--- config.mk ---
export PLATFORM = sky130hd
export DESIGN_NAME = page_frame_allocator
export DESIGN_NICKNAME = d
export VERILOG_FILES = /design/src/rtl/pfa_pkg.sv /design/src/rtl/pfa_front.sv /design/src/rtl/pfa_queue.sv /design/src/rtl/pfa_back.sv /design/src/rtl/page_frame_allocator.sv
export SDC_FILE = /design/constraint.sdc
export NUM_CORES = 1
export LEC_CHECK = 0
export BUFFER_PORTS_ARGS = -buffer_cell sky130_fd_sc_hd__buf_2
export CAP_MARGIN = 15
export CORE_MARGIN = 4
export CORE_UTILIZATION = 55
export CTS_CLUSTER_DIAMETER = 80
export CTS_CLUSTER_SIZE = 8
export DETAILED_ROUTE_END_ITERATION = 8
export PLACE_DENSITY = 0.7
export SYNTH_ARGS = -nofsm -noshare
export SYNTH_HDL_FRONTEND = slang
export SYNTH_SLANG_ARGS = --single-unit
--- constraint.sdc ---
create_clock -name clk -period 12.62 [get_ports clk]
set_clock_uncertainty 0.05 [all_clocks]
set_input_delay 3.786 -clock clk [delete_from_list [all_inputs] [get_ports clk]]
set_output_delay 3.786 -clock clk [all_outputs]
set_load 0.02 [all_outputs]
--- src/rtl/pfa_pkg.sv ---
`timescale 1ns / 1ps
// ---------------------------------------------------------------------------
// pfa_pkg
// Shared types and constants for the first-fit page frame allocator.
// ---------------------------------------------------------------------------
package pfa_pkg;

    // Sizing
    localparam int FRAME_SLOTS = 64;
    localparam int MAX_PROCS  = 24;

    localparam int FRAME_W    = (FRAME_SLOTS > 1) ? $clog2(FRAME_SLOTS) : 1;
    localparam int FREE_W     = $clog2(FRAME_SLOTS + 1);
    localparam int PCOUNT_W   = $clog2(MAX_PROCS + 1);

    // Field widths
    localparam int ID_W       = 8;
    localparam int BYTES_W    = 14;
    localparam int PSIZE_W    = 8;
    localparam int FCOUNT_W   = 7;
    localparam int PAGE_W     = 6;
    localparam int CFG_IDX_W  = 2;
    localparam int CFG_DATA_W = 14;

    // Page count numerator is bytes + psize - 1, one bit wider than bytes
    localparam int NUM_W      = BYTES_W + 1;
    localparam int DIV_STEPS  = NUM_W;

    // Free-frame census runs eight frames per cycle
    localparam int LANES      = 8;
    localparam int CHUNKS     = (FRAME_SLOTS + LANES - 1) / LANES;
    localparam int CHUNK_W    = (CHUNKS > 1) ? $clog2(CHUNKS) : 1;
    localparam int CALC_STEPS = (DIV_STEPS > CHUNKS) ? DIV_STEPS : CHUNKS;
    localparam int STEP_W     = $clog2(CALC_STEPS);

    typedef enum logic [2:0] {
        ST_MAPPED     = 3'd0,
        ST_EMPTY      = 3'd1,
        ST_TOO_LARGE  = 3'd2,
        ST_NO_FRAMES  = 3'd3,
        ST_TABLE_FULL = 3'd4
    } status_t;

    typedef enum logic [CFG_IDX_W-1:0] {
        CFG_FRAME_COUNT = 2'd0,
        CFG_PAGE_BYTES  = 2'd1,
        CFG_MAX_BYTES   = 2'd2
    } cfg_index_t;

    typedef enum logic [1:0] {
        F_IDLE,
        F_CALC,
        F_PUSH
    } front_state_t;

    typedef enum logic {
        B_IDLE,
        B_SCAN
    } back_state_t;

    typedef struct packed {
        logic [FCOUNT_W-1:0]   frame_count;
        logic [PSIZE_W-1:0]    page_bytes;
        logic [CFG_DATA_W-1:0] max_process_bytes;
    } cfg_t;

    typedef struct packed {
        logic [ID_W-1:0]    proc_id;
        logic [BYTES_W-1:0] proc_bytes;
    } req_t;

    typedef struct packed {
        status_t           status;
        logic [ID_W-1:0]   owner_id;
        logic [PAGE_W-1:0] page_number;
        logic [PAGE_W-1:0] frame_number;
        logic              last;
    } result_t;

    // Classified request handed from front to back
    typedef struct packed {
        status_t           status;
        logic [ID_W-1:0]   id;
        logic [FREE_W-1:0] pages;
    } job_t;

endpackage

--- src/rtl/pfa_front.sv ---
`timescale 1ns / 1ps
// ---------------------------------------------------------------------------
// pfa_front
// Accepts a request, works out its page count and the free frames, and
// classifies it into a job for the back end.
// ---------------------------------------------------------------------------
module pfa_front
(
    input  logic                               clk,
    input  logic                               rst_n,
    input  logic                               accept,
    input  pfa_pkg::req_t                      req,
    input  pfa_pkg::cfg_t                      cfg,
    input  logic [pfa_pkg::FRAME_SLOTS-1:0]    frame_free,
    input  logic                               q_full,
    output logic                               q_push,
    output pfa_pkg::job_t                      q_data,
    output logic                               idle
);
    import pfa_pkg::*;

    front_state_t          state_reg, state_next;
    logic [STEP_W-1:0]     step_reg, step_next;
    logic [ID_W-1:0]       id_reg, id_next;
    logic [BYTES_W-1:0]    bytes_reg, bytes_next;
    logic [NUM_W-1:0]      quo_reg, quo_next;
    logic [PSIZE_W-1:0]    rem_reg, rem_next;
    logic [FREE_W-1:0]     free_reg, free_next;
    logic [PCOUNT_W-1:0]   pcount_reg, pcount_next;

    logic [PSIZE_W-1:0]    psize;
    logic [FCOUNT_W-1:0]   active;
    logic [CHUNKS*LANES-1:0] padded;
    logic [LANES-1:0]      chunk_bits;
    logic [CHUNK_W-1:0]    chunk;
    logic [FREE_W-1:0]     chunk_free;
    logic [PSIZE_W:0]      rem_shift;
    logic                  ge;
    logic                  too_large;
    logic                  no_frames;
    logic                  table_full;

    assign psize  = (cfg.page_bytes == '0) ? PSIZE_W'(1) : cfg.page_bytes;
    assign active = (cfg.frame_count > FCOUNT_W'(FRAME_SLOTS)) ?
                    FCOUNT_W'(FRAME_SLOTS) : cfg.frame_count;
    assign padded = (CHUNKS*LANES)'(frame_free);
    assign chunk  = step_reg[CHUNK_W-1:0];
    assign chunk_bits = padded[chunk*LANES +: LANES];

    // Census of one chunk of eight frames, only those below the active count
    always_comb
    begin
        chunk_free = '0;
        for (int j = 0; j < LANES; j++)
        begin
            if (chunk_bits[j] &&
                (FCOUNT_W'({chunk, 3'(j)}) < active))
            begin
                chunk_free = chunk_free + FREE_W'(1);
            end
        end
    end

    // One restoring division step: quotient bits shift in behind the numerator
    assign rem_shift = {rem_reg, quo_reg[NUM_W-1]};
    assign ge        = (rem_shift >= {1'b0, psize});

    assign too_large  = (bytes_reg > cfg.max_process_bytes);
    assign no_frames  = (NUM_W'(free_reg) < quo_reg);
    assign table_full = (pcount_reg >= PCOUNT_W'(MAX_PROCS));

    always_ff @(posedge clk or negedge rst_n)
    begin
        if (!rst_n)
        begin
            state_reg  <= F_IDLE;
            pcount_reg <= '0;
        end
        else
        begin
            state_reg  <= state_next;
            pcount_reg <= pcount_next;
        end
    end

    always_ff @(posedge clk)
    begin
        step_reg  <= step_next;
        id_reg    <= id_next;
        bytes_reg <= bytes_next;
        quo_reg   <= quo_next;
        rem_reg   <= rem_next;
        free_reg  <= free_next;
    end

    always_comb
    begin
        state_next  = state_reg;
        step_next   = step_reg;
        id_next     = id_reg;
        bytes_next  = bytes_reg;
        quo_next    = quo_reg;
        rem_next    = rem_reg;
        free_next   = free_reg;
        pcount_next = pcount_reg;
        q_push      = 1'b0;
        q_data      = '{status: ST_MAPPED, id: id_reg, pages: FREE_W'(quo_reg)};
        idle        = (state_reg == F_IDLE);

        case (state_reg)
            F_IDLE:
            begin
                if (accept)
                begin
                    id_next    = req.proc_id;
                    bytes_next = req.proc_bytes;
                    quo_next   = NUM_W'(req.proc_bytes) + NUM_W'(psize) - NUM_W'(1);
                    rem_next   = '0;
                    free_next  = '0;
                    step_next  = '0;
                    state_next = F_CALC;
                end
            end
            F_CALC:
            begin
                if (32'(step_reg) < DIV_STEPS)
                begin
                    quo_next = {quo_reg[NUM_W-2:0], ge};
                    rem_next = ge ? PSIZE_W'(rem_shift - {1'b0, psize})
                                  : rem_shift[PSIZE_W-1:0];
                end
                if (32'(step_reg) < CHUNKS)
                begin
                    free_next = free_reg + chunk_free;
                end
                if (32'(step_reg) == CALC_STEPS - 1)
                begin
                    state_next = F_PUSH;
                end
                else
                begin
                    step_next = step_reg + STEP_W'(1);
                end
            end
            F_PUSH:
            begin
                if (too_large)
                begin
                    q_data.status = ST_TOO_LARGE;
                end
                else if (no_frames)
                begin
                    q_data.status = ST_NO_FRAMES;
                end
                else if (table_full)
                begin
                    q_data.status = ST_TABLE_FULL;
                end
                else if (quo_reg == '0)
                begin
                    q_data.status = ST_EMPTY;
                end
                if (!q_full)
                begin
                    q_push     = 1'b1;
                    state_next = F_IDLE;
                    if (!too_large && !no_frames && !table_full)
                    begin
                        pcount_next = pcount_reg + PCOUNT_W'(1);
                    end
                end
            end
            default:
            begin
                state_next = F_IDLE;
            end
        endcase
    end

    a_pcount_bound: assert property (@(posedge clk) disable iff (!rst_n)
        pcount_reg <= PCOUNT_W'(MAX_PROCS))
        else $error("process count beyond table size");

    a_push_counts: assert property (@(posedge clk) disable iff (!rst_n)
        (q_push && (q_data.status == ST_MAPPED || q_data.status == ST_EMPTY))
        |=> (pcount_reg == $past(pcount_reg) + PCOUNT_W'(1)))
        else $error("accepted request did not take a table slot");

endmodule

--- src/rtl/pfa_queue.sv ---
`timescale 1ns / 1ps
// ---------------------------------------------------------------------------
// pfa_queue
// Two-entry job queue between classifier and frame scanner.
// ---------------------------------------------------------------------------
module pfa_queue
(
    input  logic          clk,
    input  logic          rst_n,
    input  logic          push,
    input  pfa_pkg::job_t push_data,
    input  logic          pop,
    output pfa_pkg::job_t pop_data,
    output logic          full,
    output logic          empty
);
    import pfa_pkg::*;

    job_t       slot_reg [2];
    logic       wr_ptr_reg, wr_ptr_next;
    logic       rd_ptr_reg, rd_ptr_next;
    logic [1:0] count_reg, count_next;

    assign full     = (count_reg == 2'd2);
    assign empty    = (count_reg == 2'd0);
    assign pop_data = slot_reg[rd_ptr_reg];

    always_comb
    begin
        wr_ptr_next = wr_ptr_reg ^ (push && !full);
        rd_ptr_next = rd_ptr_reg ^ (pop && !empty);
        count_next  = count_reg + 2'((push && !full) ? 1 : 0)
                                - 2'((pop && !empty) ? 1 : 0);
    end

    always_ff @(posedge clk or negedge rst_n)
    begin
        if (!rst_n)
        begin
            wr_ptr_reg <= 1'b0;
            rd_ptr_reg <= 1'b0;
            count_reg  <= 2'd0;
        end
        else
        begin
            wr_ptr_reg <= wr_ptr_next;
            rd_ptr_reg <= rd_ptr_next;
            count_reg  <= count_next;
        end
    end

    always_ff @(posedge clk)
    begin
        if (push && !full)
        begin
            slot_reg[wr_ptr_reg] <= push_data;
        end
    end

    a_no_overflow: assert property (@(posedge clk) disable iff (!rst_n)
        !(push && full))
        else $error("job pushed into full queue");

endmodule

--- src/rtl/pfa_back.sv ---
`timescale 1ns / 1ps
// ---------------------------------------------------------------------------
// pfa_back
// Owns the free-frame bitmap; scans it first-fit and emits one mapping
// per page, or a single status result for other jobs.
// ---------------------------------------------------------------------------
module pfa_back
(
    input  logic                            clk,
    input  logic                            rst_n,
    input  logic                            q_empty,
    input  pfa_pkg::job_t                   q_data,
    output logic                            q_pop,
    output logic [pfa_pkg::FRAME_SLOTS-1:0] frame_free,
    output logic                            scanning,
    output logic                            result_valid,
    output pfa_pkg::result_t                result
);
    import pfa_pkg::*;

    back_state_t             state_reg, state_next;
    logic [FRAME_SLOTS-1:0]  free_reg, free_next;
    logic [FRAME_W-1:0]      frame_reg, frame_next;
    logic [FRAME_W-1:0]      done_reg, done_next;
    logic [FREE_W-1:0]       pages_reg, pages_next;
    logic [ID_W-1:0]         id_reg, id_next;
    logic                    valid_reg, valid_next;
    result_t                 result_reg, result_next;
    logic                    is_last;

    assign frame_free   = free_reg;
    assign scanning     = (state_reg != B_IDLE);
    assign result_valid = valid_reg;
    assign result       = result_reg;
    assign is_last      = ((FREE_W'(done_reg) + FREE_W'(1)) == pages_reg);

    always_ff @(posedge clk or negedge rst_n)
    begin
        if (!rst_n)
        begin
            state_reg <= B_IDLE;
            free_reg  <= '1;
            valid_reg <= 1'b0;
        end
        else
        begin
            state_reg <= state_next;
            free_reg  <= free_next;
            valid_reg <= valid_next;
        end
    end

    always_ff @(posedge clk)
    begin
        frame_reg  <= frame_next;
        done_reg   <= done_next;
        pages_reg  <= pages_next;
        id_reg     <= id_next;
        result_reg <= result_next;
    end

    always_comb
    begin
        state_next  = state_reg;
        free_next   = free_reg;
        frame_next  = frame_reg;
        done_next   = done_reg;
        pages_next  = pages_reg;
        id_next     = id_reg;
        valid_next  = 1'b0;
        result_next = result_reg;
        q_pop       = 1'b0;

        case (state_reg)
            B_IDLE:
            begin
                if (!q_empty)
                begin
                    q_pop = 1'b1;
                    if (q_data.status == ST_MAPPED)
                    begin
                        id_next    = q_data.id;
                        pages_next = q_data.pages;
                        frame_next = '0;
                        done_next  = '0;
                        state_next = B_SCAN;
                    end
                    else
                    begin
                        valid_next  = 1'b1;
                        result_next = '{status: q_data.status, owner_id: q_data.id,
                                        page_number: '0, frame_number: '0,
                                        last: 1'b1};
                    end
                end
            end
            B_SCAN:
            begin
                // The classifier guaranteed enough free frames below the
                // active count, so the scan finishes before running past it.
                if (free_reg[frame_reg])
                begin
                    free_next[frame_reg] = 1'b0;
                    valid_next  = 1'b1;
                    result_next = '{status: ST_MAPPED, owner_id: id_reg,
                                    page_number: PAGE_W'(done_reg),
                                    frame_number: PAGE_W'(frame_reg),
                                    last: is_last};
                    done_next   = done_reg + FRAME_W'(1);
                    if (is_last)
                    begin
                        state_next = B_IDLE;
                    end
                end
                frame_next = frame_reg + FRAME_W'(1);
            end
            default:
            begin
                state_next = B_IDLE;
            end
        endcase
    end

    a_status_last: assert property (@(posedge clk) disable iff (!rst_n)
        (valid_reg && result_reg.status != ST_MAPPED) |-> result_reg.last)
        else $error("status result without last mark");

    a_frame_taken: assert property (@(posedge clk) disable iff (!rst_n)
        (valid_reg && result_reg.status == ST_MAPPED)
        |-> !free_reg[FRAME_W'(result_reg.frame_number)])
        else $error("mapped frame still marked free");

endmodule

--- src/rtl/page_frame_allocator.sv ---
`timescale 1ns / 1ps
// ---------------------------------------------------------------------------
// page_frame_allocator
// First-fit page frame allocator: process creation requests in, one
// page-to-frame mapping per page (or one status result) out.
// ---------------------------------------------------------------------------
// A request (proc_id, proc_bytes) is taken when start is high and busy is
// low. Results come out on result with a one-cycle result_valid strobe; the
// receiver cannot stall, so every strobe must be captured. A rejected or
// zero-size request gives one result; a mapped request gives one result per
// page in ascending page order, frames taken lowest first, and last marks
// the final result of the request. Each request is accepted and then
// classified (a bit-per-cycle page-count divider running alongside an
// eight-frames-per-cycle free-frame census); its job is queued and then
// picked up, and a mapping request then walks the bitmap one frame per
// cycle until its last page is placed. busy stays high from the accept
// until the last result is on the port. Configuration writes are taken on
// the cfg channel while busy and start are both low, so a write never
// lands alongside a request.
// ---------------------------------------------------------------------------
module page_frame_allocator
(
    input  logic                              clk,
    input  logic                              rst_n,
    input  logic                              start,
    output logic                              busy,
    input  pfa_pkg::req_t                     req,
    input  logic                              cfg_valid,
    output logic                              cfg_ready,
    input  logic [pfa_pkg::CFG_IDX_W-1:0]     cfg_index,
    input  logic [pfa_pkg::CFG_DATA_W-1:0]    cfg_data,
    output logic                              result_valid,
    output pfa_pkg::result_t                  result
);
    import pfa_pkg::*;

    cfg_t                   cfg_reg, cfg_next;
    logic                   accept;
    logic                   front_idle;
    logic                   q_push;
    logic                   q_pop;
    logic                   q_full;
    logic                   q_empty;
    job_t                   push_job;
    job_t                   pop_job;
    logic                   back_scanning;
    logic [FRAME_SLOTS-1:0] frame_free;

    // Busy covers classification, a queued job and the frame scan. The last
    // result may still sit on the port when busy drops; it is already final.
    assign busy      = !front_idle || !q_empty || back_scanning;
    assign accept    = start && !busy;
    // A pending request has priority; the settings stay fixed while it runs
    assign cfg_ready = !busy && !start;

    // Configuration registers; an unknown index is ignored
    always_comb
    begin
        cfg_next = cfg_reg;
        if (cfg_valid && cfg_ready)
        begin
            case (cfg_index)
                CFG_FRAME_COUNT: cfg_next.frame_count       = cfg_data[FCOUNT_W-1:0];
                CFG_PAGE_BYTES:  cfg_next.page_bytes        = cfg_data[PSIZE_W-1:0];
                CFG_MAX_BYTES:   cfg_next.max_process_bytes = cfg_data;
                default:         cfg_next = cfg_reg;
            endcase
        end
    end

    always_ff @(posedge clk or negedge rst_n)
    begin
        if (!rst_n)
        begin
            cfg_reg.frame_count       <= FCOUNT_W'(64);
            cfg_reg.page_bytes        <= PSIZE_W'(8);
            cfg_reg.max_process_bytes <= CFG_DATA_W'(1024);
        end
        else
        begin
            cfg_reg <= cfg_next;
        end
    end

    // Front end: page count, free census, classification
    pfa_front u_front
    (
        .clk        (clk),
        .rst_n      (rst_n),
        .accept     (accept),
        .req        (req),
        .cfg        (cfg_reg),
        .frame_free (frame_free),
        .q_full     (q_full),
        .q_push     (q_push),
        .q_data     (push_job),
        .idle       (front_idle)
    );

    // Job queue between the two halves
    pfa_queue u_queue
    (
        .clk       (clk),
        .rst_n     (rst_n),
        .push      (q_push),
        .push_data (push_job),
        .pop       (q_pop),
        .pop_data  (pop_job),
        .full      (q_full),
        .empty     (q_empty)
    );

    // Back end: bitmap owner, first-fit scan, result register
    pfa_back u_back
    (
        .clk          (clk),
        .rst_n        (rst_n),
        .q_empty      (q_empty),
        .q_data       (pop_job),
        .q_pop        (q_pop),
        .frame_free   (frame_free),
        .scanning     (back_scanning),
        .result_valid (result_valid),
        .result       (result)
    );

endmodule
==> qor.csv <==
stage,metric,value,unit
run_status,outcome,finished clean,
final_layout,Synth-to-Final Area Change,13.5,%
global_routing,first-pass GRT wire length,44100,um
synthesis,Post-synth ARST share,42.6,%
sta,max-slew violations,0,
die,row cnt,55,
global_routing,Total Routing Usage GR,21.0,%
global_routing,initial antenna violation count,0,
final_layout,Final Non-Filler Cells,1448,
die,Die Span Y,161,um
drt,vias per std cell,5.57,
synthesis,Post-Syn Area,0.0129,mm2
clock_tree,TritonCTS buffer count,37,
global_routing,largest net degree at the start of global routing,68,
sta,Max-slew headroom,29.0,%
place,placed inst area,0.0136,mm2
die,I/O pins,69,
clock_tree,H-tree depth,2,
place,dpl cells,1384,
final_layout,max FFs per register,64,
sta,number of setup violations in the final report,0,
critical_path,Worst path max stage delay,0.26,ns
die,die area,0.0260,mm2
clock_tree,clk sinks,249,
synthesis,"Top FF cell, synth",edfxtp_1,
synthesis,Syn Area/Cell,12.6,um2
synthesis,register area share after synthesis,54.4,%
sta,setup tns final,0,ns
clock_tree,Clock transition at path regs,0.05,ns
global_routing,GRT overflow,0,
clock_tree,CTS tree,built,
hold_path,class of the worst hold path,reg -> reg,
clock_tree,Post-CTS Hold Buffers,0,
sta,Highest Clock Rate,0.122,GHz
power_and_ir_drop,peak supply drop,0.137,mV
run,max cap viols,0,
critical_path,CP max-delay cell,nor2_1,
global_routing,number of global-route vias before repair,8307,
critical_path,CP startpoint kind,primary input,
synthesis,Syn Inst Count,1028,
clock_tree,"Setup Fix Bufs, Post-CTS",0,
critical_path,crit-path cells,buf_2 -> nor2_1 -> buf_2,
sta,post-layout minimum cycle time,8.23,ns
power_and_ir_drop,pwr dens,180,mW/mm2
sta,worst slew pin tran,1.06,ns
synthesis,number of distinct library cells after synthesis,60,
final_layout,antenna fix cells,0,
drt,wire per inst,18.2,um
synthesis,number of flops mapped to enable cells by yosys,143,
final_layout,Nets,1232,
clock_tree,Max clock buf depth,3,
synthesis,Mapped Nets,1150,
final_layout,Final Util,64.2,%
drt,drt first pass iters,6,
die,Core Area,0.0228,mm2
sta,"Hold Vio Cnt, Final",0,
final_layout,Fillers,1747,
drt,detailed-route via count,8062,
critical_path,CP required,8.78,ns
critical_path,Crit path max-delay family,buffers and inverters,
die,Die W,161,um
critical_path,CP endpoint kind,output pin,
final_layout,fin area,0.0147,mm2
critical_path,critical path arrival,4.39,ns
synthesis,register bit total from synthesis,249,
drt,Post-Route WL,26400,um
critical_path,Setup CP Type,in -> out,
die,Starting Density,56.6,%
final_layout,ratio of cells with drive above 1 in the final layout,24.3,%
place,GPL Wtd Cong,0.877,
sta,RSZ-0062 raised after global routing,no,
synthesis,YS warnings,0,
power_and_ir_drop,leak pwr,6.08,nW
drt,Post-DRT Antenna Nets,0,
power_and_ir_drop,total power after layout,2.64,mW
critical_path,CP Buf/Inv Count,2,
place,DP Wirelength,18200,um
sta,final period utilization,65.2,%
drt,Iter 0 DRT Violations,468,
drt,DR DRC count,0,
place,port bufs,68,
critical_path,"most used cell, CP",buf_2,
critical_path,peak fanout along the critical path,2,
clock_tree,post_cts resized,0,
clock_tree,clk_lat worst skew,0.51,ns
clock_tree,Root Driver,clkbuf_16,
[power by group]
group / internal (mW) / leakage (nW) / switching (mW) / total, mW
clock network: 0.561 / 0.516 / 0.350 / 0.911
registers: 1.01 / 2.53 / 0.119 / 1.12
logic: 0.259 / 3.03 / 0.345 / 0.604
[synth_stat cells, types with 4 or more instances]
library cell	instances	share of area, %
a211oi_1	4	0.23
a21boi_0	7	0.41
a21o_1	17	0.99
a21oi_1	28	1.1
a31oi_1	4	0.19
and2_1	21	1.0
buf_1	9	0.26
buf_2	7	0.27
clkbuf_1	19	0.55
dfrtp_1	39	7.6
dfstp_2	67	14
edfxtp_1	143	33
ha_1	77	7.5
inv_1	86	2.5
mux2_2	50	4.4
mux2i_1	29	2.2
mux4_2	26	4.5
nand2_1	53	1.5
nand2b_1	11	0.53
nand3_1	18	0.70
nand3b_1	4	0.23
nand4_1	5	0.24
nor2_1	61	1.8
nor2b_1	15	0.73
nor3_1	14	0.54
nor4_1	6	0.29
o21a_1	68	3.9
o21ai_0	33	1.3
or2_2	5	0.24
or3_1	4	0.19
xnor2_1	31	2.1
xor2_1	24	1.6
[final cells by class]
class	count	area, um2	share of cell area [%]
well taps	313	392	2.67
multi-input cells	656	5410	36.9
clock buffers	61	1040	7.07
clock inverters	3	45.0	0.307
flip-flops and latches	249	7030	47.9
inverters	86	323	2.20
repair buffers	80	433	2.95
[worst register-to-register path, cell delays in order, from the launching register on]
cell	delay, ns
edfxtp_1	1.00
ha_1	0.31
a211oi_1	0.08
nor3_1	0.71
a211o_1	0.24
inv_1	0.07
ha_1	0.35
xnor2_1	0.36
inv_1	0.09
ha_1	0.29
mux2_2	0.26
mux2_2	0.29
ha_1	0.30
mux2_4	0.29
ha_1	0.29
mux2_2	0.29
ha_1	0.29
mux2_2	0.31
fa_1	0.45
a21o_1	0.19
a21o_1	0.19
a21o_1	0.18
a21oi_1	0.16
xor2_1	0.16
nor2_1	0.05
[cells in the final DEF, fill, tap and decap left out, drive strengths merged, types with 11 or more instances in the layout]
cell type,n
a21o,17
a21oi,28
and2,21
buf,80
clkbuf,61
dfrtp,39
dfstp,67
edfxtp,143
ha,77
inv,87
mux2,51
mux2i,29
mux4,28
nand2,54
nand2b,11
nand3,18
nor2,61
nor2b,15
nor3,14
o21a,68
o21ai,33
xnor2,31
xor2,24
[path summary, 6_finish.rpt]
kind,startpoint,to,slack (ns),cells past startpoint
setup / recovery,start,cfg_ready,4.39,3
hold / removal,u_front.id_reg[6],u_queue.slot_reg[0][13],0.39,0
setup reg to reg,u_front.step_reg[1],u_front.free_reg[6],5.12,24
hold reg to reg,u_front.id_reg[6],u_queue.slot_reg[0][13],0.39,0
max in group asynchronous,rst_n,u_queue.rd_ptr_reg,8.09,2
min in group asynchronous,rst_n,u_front.pcount_reg[2],3.23,1
[logic make-up after synthesis]
logic type      count (synthesis)  share of synthesized area (%)
flops                         249                           54.4
simple gates                  230                           8.94
compound gates                182                           9.61
buf+inv                       123                           3.73
mux                           108                           11.7
fa+ha+maj                      80                           7.92
xor+xnor                       55                           3.73
other cells                     1                         0.0290
[per-layer routing]
metal	part of all wire (%)	track usage [%]	wire length (um)
met1	45	29.5	12000
met2	48	34.4	12600
met3	5.5	4.01	1440
met4	1.4	4.46	376
met5	0	0	0
[stage by stage]
stage,setup slack (ns),hold WS [ns]
after floorplan,4.68,0.371
after global placement,4.41,0.380
after detailed placement,4.40,0.379
after CTS,4.40,0.393
after global routing,4.41,0.410
final,4.39,0.389
(Power assumes the default switching activity.)
